### config.mk
export PLATFORM = sky130hd
export DESIGN_NAME = usb_standard_request_responder
export DESIGN_NICKNAME = d
export VERILOG_FILES = /design/src/rtl/core/usr_pkg.sv /design/src/rtl/core/usr_decode.sv /design/src/rtl/core/usr_emitter.sv /design/src/rtl/core/usb_standard_request_responder.sv
export SDC_FILE = /design/constraint.sdc
export NUM_CORES = 1
export LEC_CHECK = 0
export BUFFER_PORTS_ARGS = -buffer_cell sky130_fd_sc_hd__buf_2
export CAP_MARGIN = 20
export CORE_MARGIN = 2
export CORE_UTILIZATION = 40
export CTS_CLUSTER_DIAMETER = 100
export DETAILED_ROUTE_END_ITERATION = 10
export GPL_ROUTABILITY_DRIVEN = 0
export GPL_TIMING_DRIVEN = 0
export PLACE_DENSITY = 0.66
export RECOVER_POWER = 50
export SLEW_MARGIN = 0
export SYNTH_ARGS = -nofsm -noshare
export SYNTH_HDL_FRONTEND = slang
export SYNTH_HIERARCHICAL = 1
export SYNTH_SLANG_ARGS = --single-unit
### constraint.sdc
create_clock -name i_clk -period 2.3 [get_ports i_clk]
set_input_delay 0.23 -clock i_clk [delete_from_list [all_inputs] [get_ports i_clk]]
set_output_delay 0.23 -clock i_clk [all_outputs]
set_load 0.1 [all_outputs]
### src/rtl/core/usr_pkg.sv
// ----------------------------------------------------------------------------
// usr_pkg
// Types, request codes and descriptor tables shared by the request responder.
// ----------------------------------------------------------------------------
package usr_pkg;

    localparam int DEV_LEN         = 18;
    localparam int CFG_LEN         = 34;
    localparam int STR_LEN         = 4;
    localparam int CFG_EP_ADDR_POS = 29;
    localparam int IDX_W           = $clog2(CFG_LEN);

    localparam logic [7:0] REQ_GET_DESCRIPTOR = 8'd6;
    localparam logic [7:0] REQ_GET_CONFIG     = 8'd8;
    localparam logic [7:0] REQ_GET_INTERFACE  = 8'd10;
    localparam logic [7:0] REQ_SET_INTERFACE  = 8'd11;

    localparam logic [1:0] TYPE_STANDARD = 2'd0;

    localparam logic [7:0] DESC_DEVICE = 8'd1;
    localparam logic [7:0] DESC_CONFIG = 8'd2;
    localparam logic [7:0] DESC_STRING = 8'd3;

    localparam logic [3:0] EP_DIR_IN = 4'h8;

    localparam logic [7:0] DEV_DESC [DEV_LEN] = '{
        8'h12, 8'h01, 8'h00, 8'h02, 8'h00, 8'h00, 8'h00, 8'h40,
        8'h6d, 8'h04, 8'h12, 8'hc3, 8'h00, 8'h00, 8'h00, 8'h01,
        8'h02, 8'h01
    };

    localparam logic [7:0] CFG_SET [CFG_LEN] = '{
        8'h09, 8'h02, 8'h22, 8'h00, 8'h01, 8'h01, 8'h03, 8'hc0, 8'h32,
        8'h09, 8'h04, 8'h00, 8'h00, 8'h01, 8'h03, 8'h01, 8'h01, 8'h04,
        8'h09, 8'h21, 8'h10, 8'h01, 8'h00, 8'h01, 8'h22, 8'h41, 8'h00,
        8'h07, 8'h05, 8'h80, 8'h03, 8'h08, 8'h00, 8'h05
    };

    localparam logic [7:0] STR_LANG [STR_LEN] = '{8'h04, 8'h03, 8'h09, 8'h04};
    localparam logic [7:0] STR_X    [STR_LEN] = '{8'h04, 8'h03, 8'h78, 8'h00};

    typedef enum logic [2:0] {
        K_NONE,
        K_EMPTY,
        K_ZERO,
        K_DEV,
        K_CFG,
        K_STR_LANG,
        K_STR_X
    } t_kind;

    typedef struct packed {
        t_kind kind;
    } t_job;

    function automatic logic [IDX_W-1:0] job_len(input t_kind kind);
        logic [IDX_W-1:0] len;
        case (kind)
            K_DEV:              len = IDX_W'(DEV_LEN);
            K_CFG:              len = IDX_W'(CFG_LEN);
            K_STR_LANG, K_STR_X: len = IDX_W'(STR_LEN);
            default:            len = IDX_W'(1);
        endcase
        return len;
    endfunction

endpackage

### src/rtl/core/usr_decode.sv
// ----------------------------------------------------------------------------
// usr_decode
// Classifies one SETUP request into the kind of response it gets.
// ----------------------------------------------------------------------------
module usr_decode (
    input  logic [7:0]     i_request_type,
    input  logic [7:0]     i_request_code,
    input  logic [15:0]    i_request_value,
    output usr_pkg::t_job  o_job
);
    import usr_pkg::*;

    logic [7:0] dtype;
    logic [7:0] dindex;

    assign dtype  = i_request_value[15:8];
    assign dindex = i_request_value[7:0];

    always_comb begin
        o_job.kind = K_NONE;
        if (i_request_type[6:5] == TYPE_STANDARD) begin
            case (i_request_code)
                REQ_GET_DESCRIPTOR: begin
                    case (dtype)
                        DESC_DEVICE: o_job.kind = K_DEV;
                        DESC_CONFIG: o_job.kind = K_CFG;
                        DESC_STRING: o_job.kind = (dindex == 8'd0) ? K_STR_LANG : K_STR_X;
                        default:     o_job.kind = K_NONE;
                    endcase
                end
                REQ_GET_CONFIG:    o_job.kind = K_CFG;
                REQ_GET_INTERFACE: o_job.kind = K_ZERO;
                REQ_SET_INTERFACE: o_job.kind = K_EMPTY;
                default:           o_job.kind = K_NONE;
            endcase
        end
    end

endmodule

### src/rtl/core/usr_emitter.sv
// ----------------------------------------------------------------------------
// usr_emitter
// Steps through the selected response one byte per cycle into the result
// register.
// ----------------------------------------------------------------------------
module usr_emitter (
    input  logic           i_clk,
    input  logic           i_rst_n,
    input  logic           i_load,
    input  usr_pkg::t_job  i_job,
    input  logic [3:0]     i_endpoint_number,
    output logic           o_busy,
    output logic           o_strobe,
    output logic           o_handled,
    output logic           o_byte_valid,
    output logic [7:0]     o_response_byte,
    output logic           o_last
);
    import usr_pkg::*;

    logic             r_active;
    t_kind            r_kind;
    logic [IDX_W-1:0] r_idx;

    logic             last_now;
    logic [7:0]       cur_byte;

    logic             r_strobe;
    logic             r_handled;
    logic             r_byte_valid;
    logic [7:0]       r_response_byte;
    logic             r_last;

    assign last_now = (r_idx == job_len(r_kind) - IDX_W'(1));
    // The final byte frees the sequencer, so the next request loads in that cycle.
    assign o_busy   = r_active && !last_now;

    always_comb begin
        case (r_kind)
            K_DEV:      cur_byte = DEV_DESC[r_idx[$clog2(DEV_LEN)-1:0]];
            K_CFG:      cur_byte = (r_idx == IDX_W'(CFG_EP_ADDR_POS))
                                   ? {EP_DIR_IN, i_endpoint_number} : CFG_SET[r_idx];
            K_STR_LANG: cur_byte = STR_LANG[r_idx[$clog2(STR_LEN)-1:0]];
            K_STR_X:    cur_byte = STR_X[r_idx[$clog2(STR_LEN)-1:0]];
            default:    cur_byte = 8'h00;
        endcase
    end

    always_ff @(posedge i_clk) begin
        if (!i_rst_n) begin
            r_active <= 1'b0;
            r_strobe <= 1'b0;
            r_kind   <= K_NONE;
            r_idx    <= '0;
        end else begin
            r_strobe <= r_active;
            if (i_load) begin
                r_active <= 1'b1;
                r_kind   <= i_job.kind;
                r_idx    <= '0;
            end else if (r_active) begin
                if (last_now) begin
                    r_active <= 1'b0;
                end else begin
                    r_idx <= r_idx + IDX_W'(1);
                end
            end
        end
    end

    always_ff @(posedge i_clk) begin
        r_handled       <= (r_kind != K_NONE);
        r_byte_valid    <= (r_kind != K_NONE) && (r_kind != K_EMPTY);
        r_response_byte <= cur_byte;
        r_last          <= last_now;
    end

    assign o_strobe        = r_strobe;
    assign o_handled       = r_handled;
    assign o_byte_valid    = r_byte_valid;
    assign o_response_byte = r_response_byte;
    assign o_last          = r_last;

    a_load_only_when_free: assert property (@(posedge i_clk) disable iff (!i_rst_n)
        i_load |-> !o_busy)
        else $error("request loaded while sequencer busy");

    a_idx_in_range: assert property (@(posedge i_clk) disable iff (!i_rst_n)
        r_active |-> (r_idx < job_len(r_kind)))
        else $error("byte index past response length");

    a_strobe_follows_active: assert property (@(posedge i_clk) disable iff (!i_rst_n)
        r_strobe |-> $past(r_active))
        else $error("result strobe without active response");

    a_unhandled_single: assert property (@(posedge i_clk) disable iff (!i_rst_n)
        (r_strobe && !r_handled) |-> (r_last && !r_byte_valid && r_response_byte == 8'h00))
        else $error("no-response result not a single empty item");

endmodule

### src/rtl/core/usb_standard_request_responder.sv
// ----------------------------------------------------------------------------
// usb_standard_request_responder
// Answers standard USB SETUP requests for a HID keyboard device.
// ----------------------------------------------------------------------------
// A request is taken when start is high and busy is low. The accepting edge
// loads the sequencer; its first result is registered onto the result ports,
// and the rest follow one per cycle with o_strobe high; they cannot be
// held off. A request produces 1, 4, 18 or 34 results (no response, empty
// reply or one zero byte; string; device descriptor; configuration set), and
// the byte counter of the response sequencer sets that figure: busy stays
// high until the cycle that produces the final byte, in which the next
// request can already be taken, so requests follow with no gap.
// The endpoint number register is written over the cfg channel, which is
// always ready; write it only while no transfer is pending.
module usb_standard_request_responder (
    input  logic        i_clk,
    input  logic        i_rst_n,
    input  logic        start,
    output logic        busy,
    input  logic [7:0]  i_request_type,
    input  logic [7:0]  i_request_code,
    input  logic [15:0] i_request_value,
    input  logic        i_cfg_valid,
    output logic        o_cfg_ready,
    input  logic [3:0]  i_cfg_data,
    output logic        o_strobe,
    output logic        o_handled,
    output logic        o_byte_valid,
    output logic [7:0]  o_response_byte,
    output logic        o_last
);
    import usr_pkg::*;

    logic [3:0] r_ep;
    t_job       job;
    logic       load;

    assign o_cfg_ready = 1'b1;
    assign load        = start && !busy;

    always_ff @(posedge i_clk) begin
        if (!i_rst_n) begin
            r_ep <= 4'd0;
        end else if (i_cfg_valid && o_cfg_ready) begin
            r_ep <= i_cfg_data;
        end
    end

    usr_decode u_decode (
        .i_request_type  (i_request_type),
        .i_request_code  (i_request_code),
        .i_request_value (i_request_value),
        .o_job           (job)
    );

    usr_emitter u_emitter (
        .i_clk             (i_clk),
        .i_rst_n           (i_rst_n),
        .i_load            (load),
        .i_job             (job),
        .i_endpoint_number (r_ep),
        .o_busy            (busy),
        .o_strobe          (o_strobe),
        .o_handled         (o_handled),
        .o_byte_valid      (o_byte_valid),
        .o_response_byte   (o_response_byte),
        .o_last            (o_last)
    );

    a_cfg_reg_tracks: assert property (@(posedge i_clk) disable iff (!i_rst_n)
        (i_cfg_valid && o_cfg_ready) |=> (r_ep == $past(i_cfg_data)))
        else $error("endpoint register did not take the written value");

endmodule

Yosys cells after proc, flatten, opt, wreduce, memory -nomap -nowiden
Memory sizes are Yosys's and may differ from the RTL's.
Index checks and enable logic that the tools add are counted.
{"block": "word_totals", "register_bits": 26, "mem_bits_ro": 768, "output_inout_bits": 14, "n_memories": 2}
{"name": "(no name shown)", "depth": 64, "width": 8, "read_ports": 1, "rd_clocked_by_memory_dff": 0, "write_ports": 0, "line_no": "usr_emitter.sv:42", "source": "? {EP_DIR_IN, i_endpoint_number} : CFG_SET[r_idx];"}
{"name": "(no name shown)", "depth": 32, "width": 8, "read_ports": 1, "rd_clocked_by_memory_dff": 0, "write_ports": 0, "line_no": "usr_emitter.sv:40", "source": "K_DEV: cur_byte = DEV_DESC[r_idx[$clog2(DEV_LEN)-1:0]];"}
{"block": "classes", "add_sub_neg": 2, "magnitude_cmp": 3, "n_eq_ne": 14, "mux": 20, "n_bitwise": 5, "n_reduce_logical": 11}
{"op": "$mux 8", "n": 9}
{"op": "$bmux 8 s2", "n": 2}
{"op": "$pmux 8 s4", "n": 1}
{"op": "$eq 8x4->1 const B", "n": 3}
{"op": "$pmux 6 s3", "n": 1}
{"op": "$eq 8x2->1 const B", "n": 2}
{"op": "$pmux 3 s4", "n": 1}
{"op": "$eq 3x3->1 const B", "n": 3}
{"op": "$pmux 3 s3", "n": 1}
{"op": "$eq 8x1->1 const B", "n": 1}
{"op": "$eq 8x3->1 const B", "n": 1}
{"op": "$logic_not 8->1", "n": 1}
{"op": "$ge 7x7->1 const B", "n": 1}
{"op": "$not 6->7", "n": 1}
{"op": "$add 6x1->6 const B", "n": 1}
{"op": "$eq 6x5->1 const B", "n": 1}
{"op": "$eq 6x6->1", "n": 1}
{"op": "$ge 6x6->1 const B", "n": 1}
{"op": "$not 5->6", "n": 1}
{"op": "$sub 6x1->6 const B", "n": 1}
{"op": "$reduce_or 2->1", "n": 2}
{"op": "$eq 3x2->1 const B", "n": 1}
{"op": "$ge 3x3->1 const B", "n": 1}
{"op": "$logic_and 1x1->1", "n": 3}
{"op": "10 further kinds", "n": 14}

Depth between registers and ports, before layout
{"block": "depth", "word_depth": 10, "depth_mapped": 10, "ltp_nobuf": 9}

Hierarchy
The synthesis kept the hierarchy.
{"module": "usr_emitter", "n_inst": 1, "cells_per_inst": 196, "area_per_inst_um2": 1507.7, "seq_area_each_um2": 440.4}
{"module": "usr_decode", "n_inst": 1, "cells_per_inst": 28, "area_per_inst_um2": 183.9, "seq_area_each_um2": 0.0}
{"module": "usb_standard_request_responder", "n_inst": 1, "cells_per_inst": 16, "area_per_inst_um2": 173.9, "seq_area_each_um2": 80.1}

Least setup slack after synthesis
No wires, ideal clock.
{"block": "synth_path", "path_kind": "flip-flop to flip-flop", "from": "register u_emitter.r_kind[2]", "to": "register u_emitter.r_idx[0]", "setup_ns": 0.070, "t_arrival_ns": 3.120, "slack_ns": -0.890, "path_stages_with_launch": 10, "path_buffers": 0, "period_less_slack_ns": 3.190, "path_cell_list": "dfxtp_1 -> or3b_4 -> xor2_1 -> nand4_1 -> nor2_1 -> nor2_1 -> nor2b_1 -> inv_1 -> nand2_1 -> a21oi_1"}
{"block": "synth_between", "elab_chain_len": 10}
{"element": "start: declaration", "line_no": "usr_emitter.sv:22", "source": "t_kind r_kind;"}
{"element": "start signal: assignment", "line_no": "usr_emitter.sv:59", "source": "r_kind <= i_job.kind;"}
{"element": "$eq 3x3->1", "line_no": "usr_pkg.sv:58", "source": "case (kind)"}
{"element": "$reduce_or 2->1", "line_no": "usr_pkg.sv:58"}
{"element": "$pmux 6 s3 *", "line_no": "usr_pkg.sv:58"}
{"element": "$sub 6x1->6 *", "line_no": "usr_emitter.sv:34", "source": "assign last_now = (r_idx == job_len(r_kind) - IDX_W'(1));"}
{"element": "$eq 6x6->1 *", "line_no": "usr_emitter.sv:34"}
{"element": "named net u_emitter.last_now", "line_no": "usr_emitter.sv:25", "source": "logic last_now;"}
{"element": "$logic_not 1->1 *", "line_no": "usr_emitter.sv:36", "source": "assign o_busy = r_active && !last_now;"}
{"element": "$logic_and 1x1->1 *", "line_no": "usr_emitter.sv:36"}
{"element": "named net busy", "line_no": "usb_standard_request_responder.sv:19", "source": "output logic busy,"}
{"element": "$logic_not 1->1 *", "line_no": "usb_standard_request_responder.sv:39", "source": "assign load = start && !busy;"}
{"element": "$logic_and 1x1->1 *", "line_no": "usb_standard_request_responder.sv:39"}
{"element": "named net load", "line_no": "usb_standard_request_responder.sv:36", "source": "logic load;"}
{"element": "$reduce_or 2->1 (no source line) *"}
{"element": "end signal: assignment", "line_no": "usr_emitter.sv:65", "source": "r_idx <= r_idx + IDX_W'(1);"}
{"element": "end: declaration", "line_no": "usr_emitter.sv:23", "source": "logic [IDX_W-1:0] r_idx;"}
The timed path passes the listed nets; every way through them passes the cells marked *.
A chain may end at the register's enable or synchronous reset.

Final worst setup path
{"block": "layout_path", "from": "register u_emitter.r_idx[1]", "to": "register u_emitter.r_response_byte[0] (netlist: u_emitter/o_response_byte[0])"}
{"block": "layout_between", "elab_chain_len": 6}
{"element": "$not 6->7 (not written as such)", "line_no": "usr_emitter.sv:42"}
{"element": "$mem_v2 64x8"}
{"element": "$mux 8 (not written as such) (2 in a row)", "line_no": "usr_emitter.sv:42"}
{"element": "$mux 8", "line_no": "usr_emitter.sv:42"}
{"element": "$pmux 8 s4 *", "line_no": "usr_emitter.sv:39", "source": "case (r_kind)"}
{"element": "named net u_emitter.cur_byte[0]", "line_no": "usr_emitter.sv:26", "source": "logic [7:0] cur_byte;"}
{"element": "end signal: assignment", "line_no": "usr_emitter.sv:74", "source": "r_response_byte <= cur_byte;"}
{"element": "end: declaration", "line_no": "usr_emitter.sv:31", "source": "logic [7:0] r_response_byte;"}
The timed path passes the listed nets; every way through them passes the cells marked *. The select of a mux whose other input is x is not followed.

==> flow_summary_export.csv <==
group,metric,value,unit
run_status,status,"completed",
placement,placed_cells,337,
placement,io_buffer_count,45,
synth,yosys.area.top_type,"dfxtp_1",
grt,grt_pass1_vias,1765,
die,ios,54,
timing,period_minus_slack,2.21,ns
power_and_ir_drop,power_frac_comb,8.6,%
placement,place_hpwl,3740,microns
detailed_routing,drt-total-wl,4980,microns
clocking,h-tree-depth,1,
synth,synth_ff_type,"dfxtp_1",
die,core_area,4410,sq um
synth,syn_area_per_cell,7.77,sq um
timing,finalHoldViolCount,0,
timing,fin_skew,0.00489,ns
clocking,cts_max_path_buffers,2,
clocking,hold_buffers,0,
grt,grt_max_degree,16,
finish,layout_commonest_cell,"buf_2",
power_and_ir_drop,p_leak,0.000899,uW
finish,syn2layout_area_growth,22.9,%
timing,worstMarginPinSlew,1.17,ns
worst_setup_path,worstSetupPathType,"flop to flop",
detailed_routing,drtIter0Drc,208,
worst_setup_path,cp-end-kind,"flop",
power_and_ir_drop,p_int,725,uW
timing,finalCritPeriodShare,96.1,%
finish,fin_nets,337,
clocking,cts.sinks,26,
finish,fin_cells,342,
synth,synth.top_cell.area_share,27.9,%
worst_setup_path,cp.arrival,2.41,ns
synth,synth_area_leaders,"dfxtp_1 28%, nor2_1 5.2%, mux2i_1 4.8%, ha_1 4.0%, nor2b_1 4.0%",
hold_path,min_path_type,"input port to flop",
detailed_routing,via_per_inst,5.91,
synth,yosys_warnings,6,
detailed_routing,drtPass1Iterations,5,
die,row_count,24,
power_and_ir_drop,swShare,21.1,%
detailed_routing,ant_nets,0,
power_and_ir_drop,seq_power_share,49.9,%
finish,fillers,431,
timing,setup_viol,0,
clocking,clock-root-buffer,"clkbuf_8",
detailed_routing,remaining_drc_errors,0,
timing,tns,0,ns
finish,drive_gt1_share,23.1,%
synth,synth_edf_count,0,
clocking,cts_tree,"done",
finish,final_util,51.9,%
worst_setup_path,cp-start-kind,"flop",
synth,synth_nets,286,
clocking,cts_buffers,3,
finish,num_antenna_cells,0,
die,dieArea,5230,sq um
synth,yosysSeqAreaShare,27.9,%
timing,max_freq,0.452,GHz
synth,ys_async_sr_fraction,0,%
power_and_ir_drop,max-vdd-ir-drop,0.273,mV
grt,antenna_found_initial,0,
power_and_ir_drop,pwr-share-clk,41.5,%
hold_path,whs_path_depth,3,
synth,postSynthCellCount,240,
timing,slew_headroom,22.1,%
grt,grt_pass1_wl,8140,microns
grt,overflow,0,
synth,synth_area,1870,sq um
die,die_h,72.3,microns
clocking,clkLatencyLatePin,0.27,ns
die,initial_core_util,42.3,%
clocking,cts.clk_slew.worst_paths,0.09,ns
synth,ys_seq_elements,26,
synth,synth_cell_types,58,
finish,final_cell_mix,"36 x buf_2, 25 x dfxtp_1, 24 x nor2_1",
worst_setup_path,critical_path_required,2.49,ns
run,drv_cap,0,
power_and_ir_drop,powerDensity,401,nW/um^2
power_and_ir_drop,power.switching,194,uW
worst_setup_path,crit_fanout,8,
grt,grt.total_usage,19.5,%
worst_setup_path,r2r_cells,9,
power_and_ir_drop,p_total,919,uW
detailed_routing,num_vias,2020,
timing,slew_viol_final,0,
detailed_routing,wl_per_cell,14.5,microns
die,die_w,72.3,microns
-- sequential cells by signal, indices dropped and copies added (netlist names) --
name / count
u_emitter/o_last: 1
u_emitter/o_response_byte: 8
u_emitter/r_idx: 6
u_emitter/o_strobe: 1
u_emitter/o_handled: 1
r_ep: 4
u_emitter/r_active: 1
u_emitter/r_kind: 3
u_emitter/o_byte_valid: 1
-- cells in the mapped netlist, drive strengths merged (2+ instances only) --
library cell,instances
a211oi,2
a21o,4
a21oi,14
a22oi,5
a31oi,2
a32o,2
a41oi,2
and2,3
and3,2
buf,7
clkbuf,9
dfxtp,26
ha,6
inv,14
mux2i,9
nand2,12
nand2b,6
nand3,7
nand3b,3
nand4,6
nand4b,2
nor2,26
nor2b,12
nor3,5
nor4,3
o211ai,3
o21ai,11
o22ai,2
o31ai,3
o41ai,2
or3,3
or4,3
xnor2,3
xor2,3
-- cells by family (layout without fill, tap and decap cells) --
group | count (synthesis) | count (layout) | share of synthesized area, %
buf+inv | 30 | 80 | 7.18
mux | 9 | 9 | 4.83
flops | 26 | 26 | 27.9
other cells | 1 | 1 | 0.201
compound gates | 65 | 65 | 24.7
simple gates | 97 | 97 | 28.4
xor+xnor | 6 | 6 | 2.82
fa+ha+maj | 6 | 6 | 4.02
-- final timing paths --
path                                  end  slack (ns)                from
max          u_emitter/o_response_byte[0]        0.09  u_emitter/r_idx[1]
min                               r_ep[1]        0.21       i_cfg_data[1]
max reg2reg  u_emitter/o_response_byte[0]        0.09  u_emitter/r_idx[1]
min reg2reg                       r_ep[0]        0.54             r_ep[0]
-- what timing repair did --
| item | CTS | global route |
|---|---|---|
| setup endpoints to repair | 18 | 14 |
| resized for setup | 6 | 12 |
| pin swaps | 0 | 2 |
| buffers inserted | 0 | 1 |
-- power groups by stage --
stage          Combinational, uW  Clock (uW)  Sequential, uW
5_1_grt                     87.0         406             460
3_3_place_gp                75.9           0             470
2_1_floorplan               36.0           0             473
3_5_place_dp                78.2           0             469
4_1_cts                     78.6         392             459
6_report                    79.1         381             459
-- cell type report --
class | count | area, sq um | share of cell area, %
multi-input combinational | 184 | 1270 | 55.5
sequential | 26 | 522 | 22.8
timing repair buffer | 46 | 224 | 9.77
buffer | 16 | 85.1 | 3.71
tap | 52 | 65.1 | 2.84
inverter | 14 | 52.6 | 2.29
clock buffer | 3 | 41.3 | 1.80
clock inverter | 1 | 30.0 | 1.31
-- per-layer routing --
layer / wire length [microns] / global-route usage, %
met5: 0 / 0
met4: 101 / 5.87
met3: 357 / 3.47
met2: 2300 / 31.2
met1: 2210 / 26.9
-- metrics by stage --
step | hold WS [ns] | worst slack [ns] | instance area [sq um]
after global routing | 0.213 | -0.00356 | 2290
after detailed placement | 0.505 | -0.191 | 2160
final | 0.208 | 0.0888 | 2290
after floorplan | 0.358 | 0.0265 | 1870
after global placement | 0.493 | -0.180 | 2160
after CTS | 0.207 | 0.0130 | 2260
-- critical path: stages (launching register included) --
cell and delay, ns:
dfxtp_1 0.34, clkbuf_2 0.20, inv_1 0.17, ha_1 0.16, clkbuf_2 0.21, nand2_1 0.15
nor3_2 0.43, and2_1 0.24, a41oi_1 0.05, o21ai_0 0.19
Power figures use the tool's default switching activity.
